<file path="config.mk">
export PLATFORM = sky130hd
export DESIGN_NAME = ctm_match_unit
export DESIGN_NICKNAME = d
export VERILOG_FILES = /design/src/rtl/core/ctm_pkg.sv /design/src/rtl/core/ctm_match_unit.sv
export SDC_FILE = /design/constraint.sdc
export NUM_CORES = 1
export LEC_CHECK = 0
export BUFFER_PORTS_ARGS = -buffer_cell sky130_fd_sc_hd__buf_2
export CORE_ASPECT_RATIO = 1.2
export CORE_MARGIN = 1.5
export CORE_UTILIZATION = 45
export DETAILED_ROUTE_END_ITERATION = 6
export GPL_TIMING_DRIVEN = 0
export MAX_ROUTING_LAYER = met4
export PLACE_DENSITY = 0.76
export REMOVE_ABC_BUFFERS = 1
export SYNTH_ARGS = -nofsm -noshare
export SYNTH_HDL_FRONTEND = slang
export SYNTH_SLANG_ARGS = --single-unit
export TNS_END_PERCENT = 100
</file>
<file path="constraint.sdc">
create_clock -name clk_i -period 3.71 [get_ports clk_i]
set_input_delay 0.1855 -clock clk_i [delete_from_list [all_inputs] [get_ports clk_i]]
set_output_delay 0.1855 -clock clk_i [all_outputs]
set_load 0.02 [all_outputs]
</file>
<file path="src/rtl/core/ctm_pkg.sv">
// ----------------------------------------------------------------------------
// ctm_pkg: shared types and constants for the color tolerant template match
// Command and register codes, fixed field widths, sequencer states and the
// structs that carry pipeline tags between the sequencer, store and matcher.
// ----------------------------------------------------------------------------
`default_nettype none

package ctm_pkg;

  // Fixed field widths
  localparam int unsigned CMD_W      = 2;
  localparam int unsigned IDX_W      = 18;
  localparam int unsigned RGB_W      = 24;
  localparam int unsigned COORD_W    = 9;
  localparam int unsigned CFG_IDX_W  = 3;
  localparam int unsigned CFG_DATA_W = 17;
  localparam int unsigned THR_W      = 17;
  localparam int unsigned SCR_CFG_W  = 10;
  localparam int unsigned TPL_CFG_W  = 6;
  localparam int unsigned TOL_W      = 8;
  localparam int unsigned FRAC_W     = 16;

  // Register reset values
  localparam logic [SCR_CFG_W-1:0] RST_SCREEN_W  = 10'd512;
  localparam logic [SCR_CFG_W-1:0] RST_SCREEN_H  = 10'd512;
  localparam logic [TPL_CFG_W-1:0] RST_TEMPL_W   = 6'd32;
  localparam logic [TPL_CFG_W-1:0] RST_TEMPL_H   = 6'd32;
  localparam logic [TOL_W-1:0]     RST_TOLERANCE = 8'd10;
  localparam logic [THR_W-1:0]     RST_THRESHOLD = 17'd58982;

  typedef enum logic [CMD_W-1:0] {
    CMD_WR_SCREEN = 2'd0,
    CMD_WR_TEMPL  = 2'd1,
    CMD_START     = 2'd2
  } ctm_cmd_e;

  typedef enum logic [CFG_IDX_W-1:0] {
    CFG_SCREEN_W  = 3'd0,
    CFG_SCREEN_H  = 3'd1,
    CFG_TEMPL_W   = 3'd2,
    CFG_TEMPL_H   = 3'd3,
    CFG_TOLERANCE = 3'd4,
    CFG_THRESHOLD = 3'd5
  } ctm_cfg_e;

  typedef enum logic [2:0] {
    ST_IDLE,
    ST_AREA,
    ST_NEED,
    ST_SCAN,
    ST_DRAIN,
    ST_REPORT
  } ctm_state_e;

  // Tag that travels with each pixel pair read
  typedef struct packed {
    logic               valid;
    logic               last;
    logic [COORD_W-1:0] x;
    logic [COORD_W-1:0] y;
  } ctm_tag_t;

  // Store write request
  typedef struct packed {
    logic             scr_en;
    logic             tpl_en;
    logic [IDX_W-1:0] index;
    logic [RGB_W-1:0] rgb;
  } ctm_wr_t;

  // Registered read data with its tag
  typedef struct packed {
    ctm_tag_t         tag;
    logic [RGB_W-1:0] scr;
    logic [RGB_W-1:0] tpl;
  } ctm_rsp_t;

  // Placement verdict / final report
  typedef struct packed {
    logic               valid;
    logic               found;
    logic [COORD_W-1:0] x;
    logic [COORD_W-1:0] y;
  } ctm_res_t;

endpackage

`default_nettype wire

</file>
<file path="src/rtl/core/ctm_match_unit.sv">
// ----------------------------------------------------------------------------
// ctm_match_unit: shared pixel compare and match counter
// Compares one screen/template pixel pair per cycle, accumulates the count
// for the current placement and judges it against the threshold at the end.
// ----------------------------------------------------------------------------
`default_nettype none

module ctm_match_unit import ctm_pkg::*; #(
  parameter int unsigned MAX_TEMPL_W = 32,
  parameter int unsigned MAX_TEMPL_H = 32,
  localparam int unsigned CNT_W  = $clog2(MAX_TEMPL_W * MAX_TEMPL_H + 1),
  localparam int unsigned NEED_W = THR_W + CNT_W
) (
  input  wire logic               clk_i,
  input  wire logic               rst_ni,
  input  wire ctm_rsp_t           rsp_i,
  input  wire logic [TOL_W-1:0]   tol_i,
  input  wire logic [NEED_W-1:0]  need_i,
  input  wire logic               flush_i,
  output      ctm_res_t           res_o,
  output      logic               busy_o
);

  // All three channels within tolerance
  function automatic logic pixel_close(input logic [RGB_W-1:0] a,
                                       input logic [RGB_W-1:0] b,
                                       input logic [TOL_W-1:0] tol);
    logic       ok;
    logic [7:0] ca;
    logic [7:0] cb;
    logic [7:0] d;
    ok = 1'b1;
    for (int c = 0; c < 3; c++) begin
      ca = a[c*8 +: 8];
      cb = b[c*8 +: 8];
      d  = (ca >= cb) ? (ca - cb) : (cb - ca);
      if (d > tol) ok = 1'b0;
    end
    return ok;
  endfunction

  // Compare stage
  logic               a_valid_q;
  logic               a_last_q;
  logic               a_hit_q;
  logic [COORD_W-1:0] a_x_q;
  logic [COORD_W-1:0] a_y_q;

  // Count / verdict stage
  logic [CNT_W-1:0]   count_q;
  logic [CNT_W-1:0]   total;
  logic               pass;
  logic               res_valid_q;
  logic               res_found_q;
  logic [COORD_W-1:0] res_x_q;
  logic [COORD_W-1:0] res_y_q;

  assign total = count_q + CNT_W'(a_hit_q);
  assign pass  = NEED_W'({total, {FRAC_W{1'b0}}}) >= need_i;

  always_ff @(posedge clk_i) begin
    a_last_q    <= rsp_i.tag.last;
    a_x_q       <= rsp_i.tag.x;
    a_y_q       <= rsp_i.tag.y;
    a_hit_q     <= pixel_close(rsp_i.scr, rsp_i.tpl, tol_i);
    res_found_q <= pass;
    res_x_q     <= a_x_q;
    res_y_q     <= a_y_q;
  end

  always_ff @(posedge clk_i or negedge rst_ni) begin
    if (!rst_ni) begin
      a_valid_q   <= 1'b0;
      res_valid_q <= 1'b0;
      count_q     <= '0;
    end else if (flush_i) begin
      a_valid_q   <= 1'b0;
      res_valid_q <= 1'b0;
      count_q     <= '0;
    end else begin
      a_valid_q   <= rsp_i.tag.valid;
      res_valid_q <= a_valid_q && a_last_q;
      if (a_valid_q) begin
        count_q <= a_last_q ? '0 : total;
      end
    end
  end

  always_comb begin
    res_o       = '0;
    res_o.valid = res_valid_q;
    res_o.found = res_found_q;
    res_o.x     = res_x_q;
    res_o.y     = res_y_q;
  end

  assign busy_o = a_valid_q || res_valid_q;

endmodule

`default_nettype wire

</file>
==> metrics.txt <==
worst relative slew slack 58.4%; largest net degree at the start of global routing 19; GPL Wtd Cong slightly below 0.9; worst slew pin tran 0.622 ns; Post-Place Cells ~700; Initial Util ~47%; Cell Rows 38; Die Footprint 0.0101 mm²; DR pass1 iterations 4; Setup Buffers After CTS 0; Multi-input gate area between 0.002 and 0.003 mm²; HP Class in2reg; register clock-pin slew on the reported worst setup and hold paths roughly 0.09 ns; Setup crit end kind flop; Cells after Synth around 470; sequential standard cell area 0.00111 mm²; CP arrival ~3.3 ns; cells along the critical path buf_2 -> inv_1 -> ha_1 -> inv_1 -> fa_1 -> a21o_1 -> a21oi_1 -> o311a_1 -> mux2i_1 -> xor2_1 -> ha_1 -> a21o_1 -> a21oi_1 -> nor2b_1 -> o32a_1 -> nor3_1; CTS tree done; DR vias 3719; Synth Area per Inst about 9.2 µm²; Setup TNS 0 ns; Pwr per Cell Area slightly below 300 mW/mm²; crit path max fanout 7; hold slack ~0.11 ns; Max Freq roughly 0.32 GHz; clock sinks between 50 and 60; CTS max path bufs 2; Num CTS Buffers 5; leading area contributor after synthesis ha_1; # nets final 800; Top FF cell, synth dfxtp_1; I/O Pins about 130; Detail Route Antenna Nets 0; Residual DRC 0; Die H 110 µm; asr flop ratio synth between 20% and 30%; critical path startpoint category input pin; sequential-to-total area share from yosys stat approximately 26%; GRT Total Usage 18.5%; ranking of synthesized cells by area ha_1 24%, dfxtp_1 18%, dfrtp_1 7.6%; Crit Path Category in2reg; Post-Layout Cell Count slightly above 700; core area between 0.009 and 0.01 mm²; status complete, no violations; post-synth cell types 47; Leak ~3 nW; Yosys Warn Count 0; HPWL after DPL 7.61 mm; fin. max-slew vios 0; layout cells sized above 1 between 20 and 25%; max incr delay on CP approximately 0.43 ns; drt via density 5.12; Final setup viols 0; first-pass GRT wire length 15.0 mm; area fraction of the dominant cell type after synthesis between 20 and 25%; Post-synth EDFFs 0; count leader, synth ha_1; n_diodes 0; Final min period slightly above 3 ns; Final Hold Vio Count 0; Die W approximately 92 µm; post-synthesis register bit count 52; design area between 0.005 and 0.006 mm²; number of global-route vias before repair ~3600; worst vdd ir 201 µV; RSZ-0062 raised after global routing no; buffers and inverters on the worst path 3; IO Port Bufs between 100 and 150; CTS root buf clkbuf_8; period utilization a little over four fifths; Slowest-stage cell, CP o311a_1; fillers around 850; Max-Cap Viols 0; Post-Route WL slightly above 9 mm; GRT overflow 0; starting DRC count in detailed routing 60; post-DR wirelength/cell 12.5 µm; Top Family by Delay on Critical Path compound AO/OA/AOI/OAI gates; initial antenna violation count 0; Netlist Area Pre-Place roughly 0.0043 mm²; area grow syn2layout 22.5%; Clock Latency Late Sink ~0.3 ns; Req. time, crit path just under 4 ns; most frequent cells after synthesis 82 x ha_1, 70 x inv_1, 39 x dfxtp_1; Fin Clk Skew slightly below 0.007 ns; H-Tree Depth 2; final core occ between 50% and 60%; Placed Area approximately 0.0049 mm²
## cell usage in the layout, fill, tap and decap left out, types with 6 or more instances in the layout
cell type	instances
fa_1	6
ha_1	82
dlygate4sd3_1	20
mux2i_1	20
nor2_1	12
xnor2_1	14
inv_1	70
a21o_1	23
buf_2	127
nand4_1	9
a31oi_1	8
xor2_1	13
nand2_1	22
dfxtp_1	39
o21ai_0	21
a21oi_1	38
dfrtp_1	13
## power by group
| group | switching, W | leakage (nW) | internal (W) |
|---|---|---|---|
| sequential | 0.00000780 | 0.509 | 0.000588 |
| clock | 0.000188 | 0.0452 | 0.000138 |
| combinational | 0.000317 | 2.38 | 0.000293 |
| total | 0.000513 | 2.94 | 0.00102 |
## kinds of logic (layout without fill, tap and decap cells)
family / count (synthesis) / after routing / synth area share [%]
AOI/OAI and AO/OA: 119 / 119 / 18.0
xor gates and xnor gates: 27 / 27 / 5.55
adders and majority gates: 88 / 88 / 26.9
buffers and inverters: 85 / 225 / 9.01
DFF: 52 / 52 / 25.9
muxes: 23 / 23 / 5.49
and+or+nand+nor: 72 / 72 / 9.13
## flip-flops by register name, indices dropped and copies added, names as in the netlist, 9 cells and up
register and count:
res_y_q 9, res_x_q 9, count_q 11, a_x_q 9, a_y_q 9
## worst reg2reg max path, cell delays in order (launching register included)
cell and delay (ns):
dfrtp_1 0.35, ha_1 0.17, ha_1 0.24, nand2_1 0.12, nor3_2 0.37, nand3_1 0.18
xnor2_1 0.16, ha_1 0.29, nand4b_1 0.14, a211o_1 0.29, o221ai_1 0.06
## cell type report
class,instances,share of cell area [%]
clock buffers,5,1.32
multi-input cells,329,53.1
flip-flops and latches,52,21.2
clock inverters,3,0.479
well taps,120,2.87
repair buffers,147,16.0
inverters,70,5.03
## layer usage
| metal | GRT usage (%) | vias up | wire, µm |
|---|---|---|---|
| met2 | 37.5 | 128 | 4880 |
| met4 | 3.30 | 0 | 71 |
| li1 | - | 1895 | - |
| met1 | 19.3 | 1689 | 3660 |
| met3 | 2.14 | 7 | 469 |
| met5 | - | - | 0 |
## worst paths after layout
kind,startpoint,end,slack [ns],depth (start not counted)
max in group asynchronous,rst_ni,count_q[3],3.18,2
setup / recovery,rsp_i[32],a_hit_q,0.62,16
min in group asynchronous,rst_ni,res_valid_q,0.29,2
setup reg to reg,count_q[0],res_found_q,1.26,10
hold reg to reg,a_x_q[8],res_x_q[8],0.33,0
hold / removal,rsp_i[67],a_valid_q,0.11,2
## timing repair
item | 4_1_cts | 5_1_grt
hold buffers | 20 | 0
gates resized for setup | 0 | 0
endpoints found under the hold margin | 32 | 0
endpoints found under the setup margin | 0 | 0
## through the flow
step / setup slack, ns / total power, W
finish: 0.619 / 0.00153
global route: 0.402 / 0.00166
CTS: 0.601 / 0.00155
detailed placement: 0.283 / 0.00120
global placement: 0.300 / 0.00117
floorplan: 0.768 / 0.00103
No activity file was read; power rests on OpenSTA's default activity.
