<file path="src/rtl/core/ctm_pkg.sv">
// ----------------------------------------------------------------------------
// ctm_pkg: shared types and constants for the color tolerant template match
// Command and register codes, fixed field widths, sequencer states and the
// structs that carry pipeline tags between the sequencer, store and matcher.
// ----------------------------------------------------------------------------
`default_nettype none

package ctm_pkg;

  // Fixed field widths
  localparam int unsigned CMD_W      = 2;
  localparam int unsigned IDX_W      = 18;
  localparam int unsigned RGB_W      = 24;
  localparam int unsigned COORD_W    = 9;
  localparam int unsigned CFG_IDX_W  = 3;
  localparam int unsigned CFG_DATA_W = 17;
  localparam int unsigned THR_W      = 17;
  localparam int unsigned SCR_CFG_W  = 10;
  localparam int unsigned TPL_CFG_W  = 6;
  localparam int unsigned TOL_W      = 8;
  localparam int unsigned FRAC_W     = 16;

  // Register reset values
  localparam logic [SCR_CFG_W-1:0] RST_SCREEN_W  = 10'd512;
  localparam logic [SCR_CFG_W-1:0] RST_SCREEN_H  = 10'd512;
  localparam logic [TPL_CFG_W-1:0] RST_TEMPL_W   = 6'd32;
  localparam logic [TPL_CFG_W-1:0] RST_TEMPL_H   = 6'd32;
  localparam logic [TOL_W-1:0]     RST_TOLERANCE = 8'd10;
  localparam logic [THR_W-1:0]     RST_THRESHOLD = 17'd58982;

  typedef enum logic [CMD_W-1:0] {
    CMD_WR_SCREEN = 2'd0,
    CMD_WR_TEMPL  = 2'd1,
    CMD_START     = 2'd2
  } ctm_cmd_e;

  typedef enum logic [CFG_IDX_W-1:0] {
    CFG_SCREEN_W  = 3'd0,
    CFG_SCREEN_H  = 3'd1,
    CFG_TEMPL_W   = 3'd2,
    CFG_TEMPL_H   = 3'd3,
    CFG_TOLERANCE = 3'd4,
    CFG_THRESHOLD = 3'd5
  } ctm_cfg_e;

  typedef enum logic [2:0] {
    ST_IDLE,
    ST_AREA,
    ST_NEED,
    ST_SCAN,
    ST_DRAIN,
    ST_REPORT
  } ctm_state_e;

  // Tag that travels with each pixel pair read
  typedef struct packed {
    logic               valid;
    logic               last;
    logic [COORD_W-1:0] x;
    logic [COORD_W-1:0] y;
  } ctm_tag_t;

  // Store write request
  typedef struct packed {
    logic             scr_en;
    logic             tpl_en;
    logic [IDX_W-1:0] index;
    logic [RGB_W-1:0] rgb;
  } ctm_wr_t;

  // Registered read data with its tag
  typedef struct packed {
    ctm_tag_t         tag;
    logic [RGB_W-1:0] scr;
    logic [RGB_W-1:0] tpl;
  } ctm_rsp_t;

  // Placement verdict / final report
  typedef struct packed {
    logic               valid;
    logic               found;
    logic [COORD_W-1:0] x;
    logic [COORD_W-1:0] y;
  } ctm_res_t;

endpackage

`default_nettype wire

</file>
<file path="src/rtl/core/ctm_scan_seq.sv">
// ----------------------------------------------------------------------------
// ctm_scan_seq: placement scan sequencer
// Works out the pass level, walks placements and template pixels up to the first
// pass, issues one pixel pair read per cycle and collects the verdict.
// ----------------------------------------------------------------------------
`default_nettype none

module ctm_scan_seq import ctm_pkg::*; #(
  parameter int unsigned MAX_SCREEN_W = 512,
  parameter int unsigned MAX_SCREEN_H = 512,
  parameter int unsigned MAX_TEMPL_W  = 32,
  parameter int unsigned MAX_TEMPL_H  = 32,
  localparam int unsigned SW_W    = $clog2(MAX_SCREEN_W + 1),
  localparam int unsigned SH_W    = $clog2(MAX_SCREEN_H + 1),
  localparam int unsigned TW_W    = $clog2(MAX_TEMPL_W + 1),
  localparam int unsigned TH_W    = $clog2(MAX_TEMPL_H + 1),
  localparam int unsigned SDEPTH  = MAX_SCREEN_W * MAX_SCREEN_H,
  localparam int unsigned TDEPTH  = MAX_TEMPL_W * MAX_TEMPL_H,
  localparam int unsigned SADDR_W = (SDEPTH > 1) ? $clog2(SDEPTH) : 1,
  localparam int unsigned TADDR_W = (TDEPTH > 1) ? $clog2(TDEPTH) : 1,
  localparam int unsigned CNT_W   = $clog2(TDEPTH + 1),
  localparam int unsigned NEED_W  = THR_W + CNT_W
) (
  input  wire logic               clk_i,
  input  wire logic               rst_ni,
  input  wire logic               start_i,
  input  wire logic [SW_W-1:0]    sw_i,
  input  wire logic [SH_W-1:0]    sh_i,
  input  wire logic [TW_W-1:0]    tw_i,
  input  wire logic [TH_W-1:0]    th_i,
  input  wire logic [THR_W-1:0]   thr_i,
  input  wire ctm_res_t           res_i,
  input  wire logic               pipe_busy_i,
  input  wire logic               out_free_i,
  output      logic               idle_o,
  output      logic               flush_o,
  output      ctm_tag_t           rd_o,
  output      logic [SADDR_W-1:0] s_addr_o,
  output      logic [TADDR_W-1:0] t_addr_o,
  output      logic [NEED_W-1:0]  need_o,
  output      ctm_res_t           rep_o
);

  ctm_state_e         state_q, state_d;
  logic [SW_W-1:0]    x_q, x_d, xend_q, xend_d;
  logic [SH_W-1:0]    y_q, y_d, yend_q, yend_d;
  logic [TW_W-1:0]    tx_q, tx_d;
  logic [TH_W-1:0]    ty_q, ty_d;
  logic [SADDR_W-1:0] pbase_q, pbase_d;
  logic [SADDR_W-1:0] ybase_q, ybase_d;
  logic [SADDR_W-1:0] rbase_q, rbase_d;
  logic [TADDR_W-1:0] taddr_q, taddr_d;
  logic [CNT_W-1:0]   area_q, area_d;
  logic [NEED_W-1:0]  need_q, need_d;
  ctm_res_t           rep_q, rep_d;
  logic               tx_end, ty_end;

  assign tx_end = (tx_q == TW_W'(tw_i - 1'b1));
  assign ty_end = (ty_q == TH_W'(th_i - 1'b1));

  // State and counters
  always_ff @(posedge clk_i or negedge rst_ni) begin
    if (!rst_ni) begin
      state_q <= ST_IDLE;
    end else begin
      state_q <= state_d;
    end
  end

  always_ff @(posedge clk_i) begin
    x_q     <= x_d;
    y_q     <= y_d;
    xend_q  <= xend_d;
    yend_q  <= yend_d;
    tx_q    <= tx_d;
    ty_q    <= ty_d;
    pbase_q <= pbase_d;
    ybase_q <= ybase_d;
    rbase_q <= rbase_d;
    taddr_q <= taddr_d;
    area_q  <= area_d;
    need_q  <= need_d;
    rep_q   <= rep_d;
  end

  // Next state, scan walk and read issue
  always_comb begin
    state_d  = state_q;
    x_d      = x_q;
    y_d      = y_q;
    xend_d   = xend_q;
    yend_d   = yend_q;
    tx_d     = tx_q;
    ty_d     = ty_q;
    pbase_d  = pbase_q;
    ybase_d  = ybase_q;
    rbase_d  = rbase_q;
    taddr_d  = taddr_q;
    area_d   = area_q;
    need_d   = need_q;
    rep_d    = rep_q;
    rep_d.valid = 1'b0;
    flush_o  = 1'b0;
    rd_o       = '0;
    rd_o.x     = COORD_W'(x_q);
    rd_o.y     = COORD_W'(y_q);
    rd_o.last  = tx_end && ty_end;
    s_addr_o = rbase_q + SADDR_W'(tx_q);
    t_addr_o = taddr_q;

    unique case (state_q)
      ST_IDLE: begin
        if (start_i) begin
          x_d     = '0;
          y_d     = '0;
          tx_d    = '0;
          ty_d    = '0;
          pbase_d = '0;
          ybase_d = '0;
          rbase_d = '0;
          taddr_d = '0;
          state_d = ST_AREA;
        end
      end

      ST_AREA: begin
        area_d = CNT_W'(tw_i) * CNT_W'(th_i);
        xend_d = SW_W'(32'(sw_i) - 32'(tw_i));
        yend_d = SH_W'(32'(sh_i) - 32'(th_i));
        if ((32'(tw_i) > 32'(sw_i)) || (32'(th_i) > 32'(sh_i))) begin
          rep_d.found = 1'b0;
          rep_d.x     = '0;
          rep_d.y     = '0;
          state_d     = ST_REPORT;
        end else begin
          state_d = ST_NEED;
        end
      end

      ST_NEED: begin
        need_d  = NEED_W'(thr_i) * NEED_W'(area_q);
        state_d = ST_SCAN;
      end

      ST_SCAN: begin
        if (res_i.valid && res_i.found) begin
          flush_o     = 1'b1;
          rep_d.found = 1'b1;
          rep_d.x     = res_i.x;
          rep_d.y     = res_i.y;
          state_d     = ST_REPORT;
        end else begin
          rd_o.valid = 1'b1;
          if (!tx_end) begin
            tx_d    = tx_q + 1'b1;
            taddr_d = taddr_q + 1'b1;
          end else if (!ty_end) begin
            tx_d    = '0;
            ty_d    = ty_q + 1'b1;
            rbase_d = rbase_q + SADDR_W'(sw_i);
            taddr_d = taddr_q + 1'b1;
          end else begin
            // placement done: step right, then down, then stop
            tx_d    = '0;
            ty_d    = '0;
            taddr_d = '0;
            if (x_q != xend_q) begin
              x_d     = x_q + 1'b1;
              pbase_d = pbase_q + 1'b1;
              rbase_d = pbase_q + 1'b1;
            end else if (y_q != yend_q) begin
              x_d     = '0;
              y_d     = y_q + 1'b1;
              ybase_d = ybase_q + SADDR_W'(sw_i);
              pbase_d = ybase_q + SADDR_W'(sw_i);
              rbase_d = ybase_q + SADDR_W'(sw_i);
            end else begin
              state_d = ST_DRAIN;
            end
          end
        end
      end

      ST_DRAIN: begin
        if (res_i.valid && res_i.found) begin
          flush_o     = 1'b1;
          rep_d.found = 1'b1;
          rep_d.x     = res_i.x;
          rep_d.y     = res_i.y;
          state_d     = ST_REPORT;
        end else if (!pipe_busy_i) begin
          rep_d.found = 1'b0;
          rep_d.x     = '0;
          rep_d.y     = '0;
          state_d     = ST_REPORT;
        end
      end

      ST_REPORT: begin
        if (out_free_i) begin
          state_d = ST_IDLE;
        end
      end

      default: begin
        state_d = ST_IDLE;
      end
    endcase
  end

  always_comb begin
    rep_o       = rep_q;
    rep_o.valid = (state_q == ST_REPORT) && out_free_i;
  end

  assign idle_o = (state_q == ST_IDLE);
  assign need_o = need_q;

endmodule

`default_nettype wire

</file>
<file path="config.mk">
export PLATFORM = sky130hd
export DESIGN_NAME = ctm_scan_seq
export DESIGN_NICKNAME = d
export VERILOG_FILES = /design/src/rtl/core/ctm_pkg.sv /design/src/rtl/core/ctm_scan_seq.sv
export SDC_FILE = /design/constraint.sdc
export NUM_CORES = 1
export LEC_CHECK = 0
export ABC_CLOCK_PERIOD_IN_PS = 5500
export BUFFER_PORTS_ARGS = -buffer_cell sky130_fd_sc_hd__buf_2
export CAP_MARGIN = 20
export CORE_MARGIN = 2
export CORE_UTILIZATION = 50
export CTS_CLUSTER_DIAMETER = 80
export CTS_CLUSTER_SIZE = 25
export DETAILED_ROUTE_END_ITERATION = 6
export HOLD_SLACK_MARGIN = 0.15
export PLACE_DENSITY_LB_ADDON = 0.3
export SYNTH_ARGS = -nofsm -noshare
export SYNTH_HDL_FRONTEND = slang
export SYNTH_SLANG_ARGS = --single-unit
</file>
<file path="constraint.sdc">
create_clock -name clk_i -period 5.5 [get_ports clk_i]
set_input_delay 0.275 -clock clk_i [delete_from_list [all_inputs] [get_ports clk_i]]
set_output_delay 0.275 -clock clk_i [all_outputs]
set_load 0.005 [all_outputs]
</file>
==> results of run 1 <==
==> flip-flops by register name, summed over array words and instances (netlist names), 10 cells and up <==
name      cells
yend_q       10
pbase_q      18
ybase_q      18
area_q       11
x_q          10
xend_q       10
t_addr_o     10
rep_o        19
y_q          10
rbase_q      18
need_o       28
==> cell families (layout without fill, tap and decap cells) <==
kind of cell               count (synthesis)  in the layout  synth area share [%]
xor gates and xnor gates                 168            168                  8.71
buffers and inverters                    320            543                  7.60
and+or+nand+nor                          573            573                  16.1
DFF                                      177            177                  31.4
AOI/OAI and AO/OA                        189            189                  7.51
other                                      0              3                     0
muxes                                      9              9                 0.578
adders and majority gates                286            286                  28.1
==> timing repair <==
item,4_1_cts,5_1_grt
pin swaps,1,29
cloned,0,1
buffers inserted,3,17
setup endpoints to repair,1,9
hold endpoints to repair,25,0
hold buffers,23,0
resized for setup,0,58
==> placed cells by master (no fill, tap or decap), drive strengths merged, types with 7 or more instances in the layout <==
cell type	Yosys	final
inv	244	250
buf	26	243
nand2	184	184
edfxtp	174	174
fa	155	155
nor2	149	149
ha	131	131
xnor2	118	118
and2	114	114
a21oi	63	63
xor2	50	50
o21ai	36	36
nand3	34	34
a21o	24	24
dlygate4sd3	0	23
nor2b	19	19
clkbuf	50	18
nand4	15	15
and3	15	15
nor3	12	12
nand2b	11	11
o22ai	9	9
o21bai	9	9
or3	7	7
==> layout make-up <==
| cell class | instances | area [sq um] | share of cell area, % |
|---|---|---|---|
| clock buffer | 17 | 425 | 2.17 |
| tap | 448 | 561 | 2.86 |
| antenna | 3 | 7.51 | 0.0383 |
| timing repair buffer | 267 | 1660 | 8.47 |
| multi-input combinational | 1225 | 10500 | 53.8 |
| clock inverter | 15 | 189 | 0.964 |
| inverter | 244 | 916 | 4.67 |
| sequential | 177 | 5300 | 27.1 |
==> how the worst max path moves through the flow <==
stage / endpoint / start / slack, ps / cells past startpoint
finish: need_o[26] / area_q[3] / 90 / 22
global route: need_o[27] / area_q[3] / -140 / 22
CTS: need_o[26] / area_q[9] / 1 / 18
detailed placement: need_o[26] / area_q[4] / -80 / 19
global placement: need_o[26] / area_q[4] / 30 / 19
floorplan: need_o[26] / area_q[4] / 30 / 22
==> stage by stage <==
step	worst slack, ps	instances	hold slack (ps)	utilization [%]	setup TNS, ps
4_1_cts	1.15	2374	151	57.6	0
3_3_place_gp	32.0	2316	71.3	55.0	0
6_report	91.5	2396	167	58.7	0
3_5_place_dp	-81.3	2316	71.8	55.0	-81.3
2_1_floorplan	27.7	1722	-20.6	-	0
5_1_grt	-137	2394	163	58.7	-254
==> worst register-to-register path, delay by kind of cell (launching register included) <==
family	cells	cell delay (ps)
xor+xnor	1	140
buf+inv	7	710
fa+ha+maj	6	2750
compound gates	5	790
flops	1	470
simple gates	3	300
==> per-layer routing <==
layer	global-route usage (%)	share of wire, %
met1	29.6	44
met3	4.40	6.0
met4	7.51	2.3
met5	0	0
met2	38.5	48
==> impl_metrics.py, run 1 <==
metrics = {
    "synth": {
        "ys_top_cells_by_count": "244 x inv_1, 184 x nand2_1, 174 x edfxtp_1, 155 x fa_1, 149 x nor2_1",
        "synth_edf_count": 174,
        "yosysWarnings": 0,
        "ys_async_sr_fraction_pct": 1.69,
        "synth_top_area_share_pct": 30.9,
        "synthFlopType": "edfxtp_1",
        "synth_seq_area_share_pct": 31.4,
        "yosysTopAreaCell": "edfxtp_1",
        "ys_ff_latch": 177,
        "mappedNetlistArea_sq_um": 16900,
        "synth_area_leaders": "edfxtp_1 31%, fa_1 18%, ha_1 9.7%",
        "syn_nets": 2082,
        "synthCells": 1722,
        "yosysMostFrequentCell": "inv_1",
        "syn_area_per_cell_sq_um": 9.80,
        "synth_cell_types": 70,
    },
    "routing": {
        "via_per_inst": 5.20,
        "drtPass1Iterations": 5,
        "avgRoutedWirePerCell_um": 16.5,
        "drt_iter0_drc": 852,
        "vias": 12500,
        "routed_wl_um": 39600,
        "drc": 0,
        "antenna_left": 0,
    },
    "clock_network": {
        "cts_tree": "yes",
        "htree_levels": 4,
        "clockRootBuffer": "clkbuf_16",
        "clock_sinks": 177,
        "clockBufferDepth": 2,
        "numCtsBuffers": 17,
        "worstSkewPairLatency_ps": 460,
        "clk_pin_slew_ps": 80,
    },
    "critical_path": {
        "crit_path_max_fanout": 4,
        "worst_setup_path_start_kind": "register",
        "crit_type": "reg -> reg",
        "reg2reg_slack_ps": 90,
        "path_cells": "buf_6, buf_6, buf_4, nand2_1, fa_1, fa_1, inv_1, fa_1, fa_1, inv_1, fa_1, inv_1, ha_4, buf_4, a21oi_2, nor2b_1, o21ai_1, o211ai_2, and2_4, a211oi_4, a21oi_2, xor2_1",
        "timing.rr.start": "area_q[3]",
        "critPathArrivalTime_ps": 5620,
        "path_delay_family": "adder cells",
        "end_kind": "register",
        "reg2reg_to": "need_o[26]",
        "cp_num_buf_inv": 7,
        "r2r_cells": 22,
        "critical_path.slowest_cell": "fa_1",
        "required_ps": 5710,
        "cpMostUsedCell": "fa_1",
        "cpPeakStageDelay_ps": 540,
    },
    "floorplanning": {
        "die_area_sq_um": 35300,
        "die_h_um": 188,
        "start_util_pct": 50.6,
        "num_rows": 67,
        "die-width_um": 188,
        "core-area_sq_um": 33400,
        "io_pins": 172,
    },
    "sta": {
        "fin_crit_sh_pct": 98.3,
        "min_period_ps": 5410,
        "finalSetupViolCount": 0,
        "finalMaxSlewViolations": 0,
        "tightest_slew_ps": 742,
        "fmax_ghz": 0.185,
        "rsz0062_at_grt": "true",
        "hold_viol": 0,
        "finalClockSkew_ps": 12.2,
        "slew_headroom_pct": 50.5,
    },
    "global_route": {
        "grt_start_max_net_pins": 46,
        "grt.total_usage_pct": 22.8,
        "antenna_found_initial": 2,
        "grt_pass1_wl_um": 63800,
        "grt_pass1_vias": 12800,
        "overflow": 0,
    },
    "placed_design": {
        "io_buffer_count": 171,
        "gp_congestion": 0.858,
        "dp_hpwl_um": 30600,
        "placed_cell_area_sq_um": 18300,
    },
    "finish": {
        "finalNetCount": 2292,
        "design_area_sq_um": 19600,
        "drive_gt1_share_pct": 17.5,
        "syn_to_final_growth_pct": 16.0,
        "fillCellCount": 2889,
    },
    "min_path": {
        "worstHoldPathType": "in -> async",
    },
    "flow_run": {
        "cap_violations": 0,
    },
    "status": {
        "outcome": "completed",
    },
}
Power of run 1 is left out: the tool's default activity adds up to more than one toggle a clock period on the data nets, which glitch-free logic cannot reach.
==> run 2, diff against run 1 <==
--- a/config.mk
+++ b/config.mk
@@ -14,7 +14,8 @@
 export CTS_CLUSTER_SIZE = 25
 export DETAILED_ROUTE_END_ITERATION = 6
 export HOLD_SLACK_MARGIN = 0.15
-export PLACE_DENSITY_LB_ADDON = 0.3
+export PLACE_DENSITY = 0.72
+export REMOVE_ABC_BUFFERS = 1
 export SYNTH_ARGS = -nofsm -noshare
 export SYNTH_HDL_FRONTEND = slang
 export SYNTH_SLANG_ARGS = --single-unit
==> run 2 against run 1 <==
Against the previous run:
- global-route usage rose by 0.30 points
- clock skew rose by 7.5 ps
- utilization fell by 0.19 points
- flip-flop and latch count did not move
- cell count did not move
- fmax rose by 0.33%
- critical path depth fell by 2
- die area did not move
- via count rose by 0.28%
- setup slack improved by 18 ps
- critical endpoint unchanged
- highest routed layer is now met5
==> impl_metrics.py, run 2 (synthesis results as in run 1) <==
metrics = {
    "floorplanning": {
        "num_rows": 67,
        "die_h_um": 188,
        "io_pins": 172,
        "start_util_pct": 50.6,
        "core-area_sq_um": 33400,
        "die_area_sq_um": 35300,
        "die-width_um": 188,
    },
    "sta": {
        "finalSetupViolCount": 0,
        "hold_viol": 0,
        "finalMaxSlewViolations": 0,
        "rsz0062_at_grt": "true",
        "fin_crit_sh_pct": 98.0,
        "fmax_ghz": 0.186,
        "hold_slack_ps": 167,
        "finalClockSkew_ps": 19.6,
        "min_period_ps": 5390,
        "tightest_slew_ps": 967,
        "slew_headroom_pct": 35.1,
    },
    "critical_path": {
        "crit_path_max_fanout": 6,
        "required_ps": 5690,
        "timing.rr.start": "area_q[7]",
        "reg2reg_slack_ps": 110,
        "worst_setup_path_start_kind": "register",
        "path_cells": "and2_4, fa_1, inv_1, fa_1, inv_1, fa_1, fa_1, inv_1, fa_1, inv_1, ha_4, a21o_1, a31oi_2, a311oi_4, o31ai_4, o211ai_2, and2_4, a211oi_2, a21oi_1, xor2_1",
        "path_delay_family": "adder cells",
        "cpMostUsedCell": "fa_1",
        "critPathArrivalTime_ps": 5590,
        "crit_type": "reg -> reg",
        "cpPeakStageDelay_ps": 530,
        "critical_path.slowest_cell": "fa_1",
        "cp_num_buf_inv": 4,
        "reg2reg_to": "need_o[26]",
        "end_kind": "register",
        "r2r_cells": 20,
    },
    "routing": {
        "antenna_left": 0,
        "avgRoutedWirePerCell_um": 16.5,
        "via_per_inst": 5.21,
        "drtPass1Iterations": 5,
        "drt_iter0_drc": 694,
        "vias": 12500,
        "routed_wl_um": 39500,
        "drc": 0,
    },
    "clock_network": {
        "cts_tree": "yes",
        "numCtsBuffers": 17,
        "worstSkewPairLatency_ps": 460,
        "clock_sinks": 177,
        "clockRootBuffer": "clkbuf_16",
        "clockBufferDepth": 2,
        "clk_pin_slew_ps": 70,
        "htree_levels": 4,
    },
    "finish": {
        "drive_gt1_share_pct": 17.1,
        "finalNetCount": 2290,
        "layout_common_cells": "240 x inv_1, 178 x nand2_1, 174 x edfxtp_1",
        "largest_reg_flops": 28,
        "final_common_cell": "inv_1",
        "syn_to_final_growth_pct": 15.7,
    },
    "global_route": {
        "grtUsageMet2_pct": 37.9,
        "busiest_layer": "met2",
        "antenna_found_initial": 10,
        "use_met1_pct": 31.2,
        "overflow": 0,
        "use_met3_pct": 4.53,
        "grt_pass1_vias": 12900,
        "grt.total_usage_pct": 23.1,
        "grt_start_max_net_pins": 38,
        "grt_pass1_wl_um": 64400,
    },
    "status": {
        "outcome": "completed",
    },
    "placed_design": {
        "dp_hpwl_um": 30900,
        "io_buffer_count": 171,
        "gp_congestion": 0.906,
    },
    "flow_run": {
        "cap_violations": 0,
    },
    "min_path": {
        "worstHoldPathType": "in -> async",
    },
}
-- run 2: cell types whose count changed in the layout (fill, tap and decap cells not counted), moves of 3 or more --
cell      change
buf_4         -3
clkinv_8      -4
diode_2       +4
fa_1          +4
fa_2          -4
ha_1          -3
ha_2          +3
nand2_1       -3
nand2_2       +3
-- run 2: layout make-up --
| type | count | area [sq um] |
|---|---|---|
| clock inverter | 12 | 104 |
| multi-input combinational | 1225 | 10500 |
| fill | 2855 | 13800 |
| clock buffer | 18 | 429 |
| inverter | 244 | 916 |
| timing repair buffer | 265 | 1670 |
| antenna | 7 | 17.5 |
| sequential | 177 | 5300 |
| tap | 448 | 561 |
-- run 2: worst max path at each step --
stage                 endpoint  cells after the start  startpoint
floorplan               y_q[0]                      5      x_q[0]
global placement    need_o[26]                     19   area_q[2]
detailed placement  need_o[26]                     19   area_q[2]
CTS                 need_o[26]                     19   area_q[2]
global route        need_o[27]                     22   area_q[2]
finish              need_o[26]                     20   area_q[7]
-- run 2: worst reg2reg max path: stages, from the launching register on --
cell	delay [ps]
edfxtp_1	490
and2_4	190
fa_1	470
inv_1	50
fa_1	530
inv_1	50
fa_1	460
fa_1	500
inv_1	50
fa_1	470
inv_1	70
ha_4	220
a21o_1	170
a31oi_2	240
a311oi_4	80
o31ai_4	290
o211ai_2	150
and2_4	190
a211oi_2	240
a21oi_1	110
xor2_1	140
-- run 2: per-layer routing --
| layer | up-vias | share of wire, % |
|---|---|---|
| met4 | 4 | 1.8 |
| met2 | 295 | 48 |
| li1 | 6006 | - |
| met5 | - | 0.068 |
| met1 | 6126 | 45 |
| met3 | 58 | 5.3 |
-- run 2: repair_timing --
item / CTS / global route
hold buffers: 23 / 0
hold endpoints to repair: 25 / 0
setup endpoints to repair: 5 / 9
buffers inserted: 9 / 8
resized for setup: 2 / 55
pin swaps: 1 / 48
-- run 2: stage by stage --
step	area [sq um]	setup TNS (ps)	util, %	std cells	setup slack [ps]
5_1_grt	19500	-290	58.5	2392	-79.2
6_report	19500	0	58.5	2396	109
3_5_place_dp	18400	-114	55.1	2319	-87.3
3_3_place_gp	18400	-28.2	55.1	2319	-28.2
4_1_cts	19200	0	57.6	2381	11.9
2_1_floorplan	16500	-11110	-	1646	-397
Power of run 2 is left out for the same reason.
==> run 3, diff against run 2 <==
--- a/config.mk
+++ b/config.mk
@@ -5,7 +5,7 @@
 export SDC_FILE = /design/constraint.sdc
 export NUM_CORES = 1
 export LEC_CHECK = 0
-export ABC_CLOCK_PERIOD_IN_PS = 5500
+export ABC_CLOCK_PERIOD_IN_PS = 4600
 export BUFFER_PORTS_ARGS = -buffer_cell sky130_fd_sc_hd__buf_2
 export CAP_MARGIN = 20
 export CORE_MARGIN = 2
==> constraint.sdc (replaced) <==
create_clock -name clk_i -period 4.6 [get_ports clk_i]
set_input_delay 0.23 -clock clk_i [delete_from_list [all_inputs] [get_ports clk_i]]
set_output_delay 0.23 -clock clk_i [all_outputs]
set_load 0.005 [all_outputs]
==> run 3 against run 2 <==
Against the previous run:
- the run now ends with setup timing left
- clock skew decreased by 5.1 ps
- non-clock buffer count increased by 65
- sequential share of layout area decreased by 0.95 points
- critical path depth unchanged
- first-iteration DRC count increased by 29%
- clock-buffer cell count decreased by 1
- die area unchanged
- flip-flop and latch count unchanged
==> impl_metrics.py, run 3 (synthesis results as in run 1) <==
metrics = {
    "status": {
        "outcome": "finished with violations",
        "violations": "setup timing",
    },
    "critical_path": {
        "required_ps": 4810,
        "worst_setup_path_start_kind": "register",
        "cp_num_buf_inv": 4,
        "critical_path.slowest_cell": "fa_1",
        "path_delay_family": "adder cells",
        "path_cells": "and2_4, fa_1, inv_2, fa_1, inv_2, fa_1, fa_1, inv_1, fa_1, inv_2, ha_4, a21o_1, a31oi_4, a311oi_4, o31ai_4, o211ai_2, and2_4, a211oi_4, a21oi_2, xor2_1",
        "end_kind": "register",
        "cpPeakStageDelay_ps": 550,
        "crit_type": "reg -> reg",
        "critPathArrivalTime_ps": 5600,
        "crit_path_max_fanout": 5,
        "cpMostUsedCell": "fa_1",
    },
    "finish": {
        "syn_to_final_growth_pct": 19.9,
        "multi_input_area_sq_um": 10700,
        "fillCellCount": 2766,
        "layout_common_cells": "234 x inv_1, 176 x nand2_1, 174 x edfxtp_1",
        "final_common_cell": "inv_1",
        "drive_gt1_share_pct": 21.1,
        "largest_reg_flops": 28,
        "finalNetCount": 2355,
        "ff_latch_area_sq_um": 5300,
        "design_area_sq_um": 20200,
    },
    "sta": {
        "layout_setup_ws_ps": -791,
        "rsz0062_at_grt": "true",
        "finalMaxSlewViolations": 0,
        "tns_ps": -9040,
        "slew_headroom_pct": 35.1,
        "min_period_ps": 5390,
        "tightest_slew_ps": 966,
        "fin_crit_sh_pct": 117,
        "hold_slack_ps": 174,
        "finalSetupViolCount": 18,
        "fmax_ghz": 0.186,
        "hold_viol": 0,
        "finalClockSkew_ps": 14.6,
    },
    "clock_network": {
        "cts_tree": "yes",
        "htree_levels": 4,
        "clock_sinks": 177,
        "worstSkewPairLatency_ps": 460,
        "clockRootBuffer": "clkbuf_16",
        "clockBufferDepth": 2,
        "clk_pin_slew_ps": 90,
        "numCtsBuffers": 17,
    },
    "floorplanning": {
        "die_h_um": 188,
        "num_rows": 67,
        "io_pins": 172,
        "start_util_pct": 50.6,
        "core-area_sq_um": 33400,
        "die_area_sq_um": 35300,
        "die-width_um": 188,
    },
    "flow_run": {
        "cap_violations": 0,
    },
    "placed_design": {
        "gp_congestion": 0.867,
        "dp_hpwl_um": 31400,
        "placed_cell_area_sq_um": 18800,
        "io_buffer_count": 171,
    },
    "routing": {
        "routed_wl_um": 40500,
        "drc": 0,
        "drtPass1Iterations": 5,
        "avgRoutedWirePerCell_um": 16.5,
        "antenna_left": 0,
        "drt_iter0_drc": 898,
        "via_per_inst": 5.21,
        "vias": 12800,
    },
    "min_path": {
        "worstHoldPathType": "in -> reg",
    },
    "global_route": {
        "grt_pass1_vias": 13300,
        "overflow": 0,
        "grt_start_max_net_pins": 38,
        "antenna_found_initial": 5,
        "grt.total_usage_pct": 23.6,
        "grt_pass1_wl_um": 66000,
    },
}
[run 3: cell count changes in the layout (fill, tap and decap cells not counted), moves of 4 or more]
cell     before  now
a21oi_1      56   50
a21oi_2       6   12
buf_4        60  122
fa_1        154  149
fa_2          1    6
inv_1       240  234
inv_2         4   10
o21ai_1       6   10
[run 3: area by class of cell]
class / count / area share, %
Clock buffer: 17 / 2.10
Tap cell: 448 / 2.77
Sequential cell: 177 / 26.2
Timing Repair Buffer: 330 / 10.7
Antenna cell: 4 / 0.0494
Inverter: 244 / 4.52
Multi-Input combinational cell: 1225 / 52.7
Clock inverter: 15 / 0.983
[run 3: worst register-to-register path: cells and delay by family (launching register included)]
family                   cells  cell delay [ps]
AO/OA/AOI/OAI                7             1260
AND/OR/NAND/NOR              2              390
adder cells (fa/ha/maj)      6             2700
XOR/XNOR                     1              150
flip-flops                   1              460
buffers and inverters        4              190
[run 3: path summary, 6_finish.rpt]
kind / from / cells after the start / end / slack, ps
min reg2reg: t_addr_o[9] / 2 / t_addr_o[9] / 640
max: area_q[7] / 20 / need_o[26] / -790
max in group asynchronous: rst_ni / 3 / state_q[1] / 3800
min in group asynchronous: rst_ni / 3 / state_q[0] / 660
max reg2reg: area_q[7] / 20 / need_o[26] / -790
min: sw_i[9] / 2 / xend_q[9] / 170
[run 3: metrics by stage]
step	instances	util [%]	setup slack [ps]
CTS	2453	60.3	-788
global route	2456	60.6	-1000
floorplan	1646	-	-1300
global placement	2379	56.4	-923
finish	2460	60.7	-791
detailed placement	2379	56.4	-1000
[run 3: timing repair]
item,in CTS,in global routing
hold buffers,25,0
setup endpoints to repair,20,21
setup buffers,17,4
resized for setup,66,25
gates cloned,0,0
pin swaps,65,17
endpoints found under the hold margin,26,0
[run 3: layer usage]
metal	track usage [%]	part of all wire (%)	vias to the layer above
met5	0	0.086	-
met4	7.12	1.9	6
met3	4.79	5.9	58
met2	39.4	48	363
met1	31.2	44	6262
li1	-	-	6137
Power of run 3 is left out for the same reason.
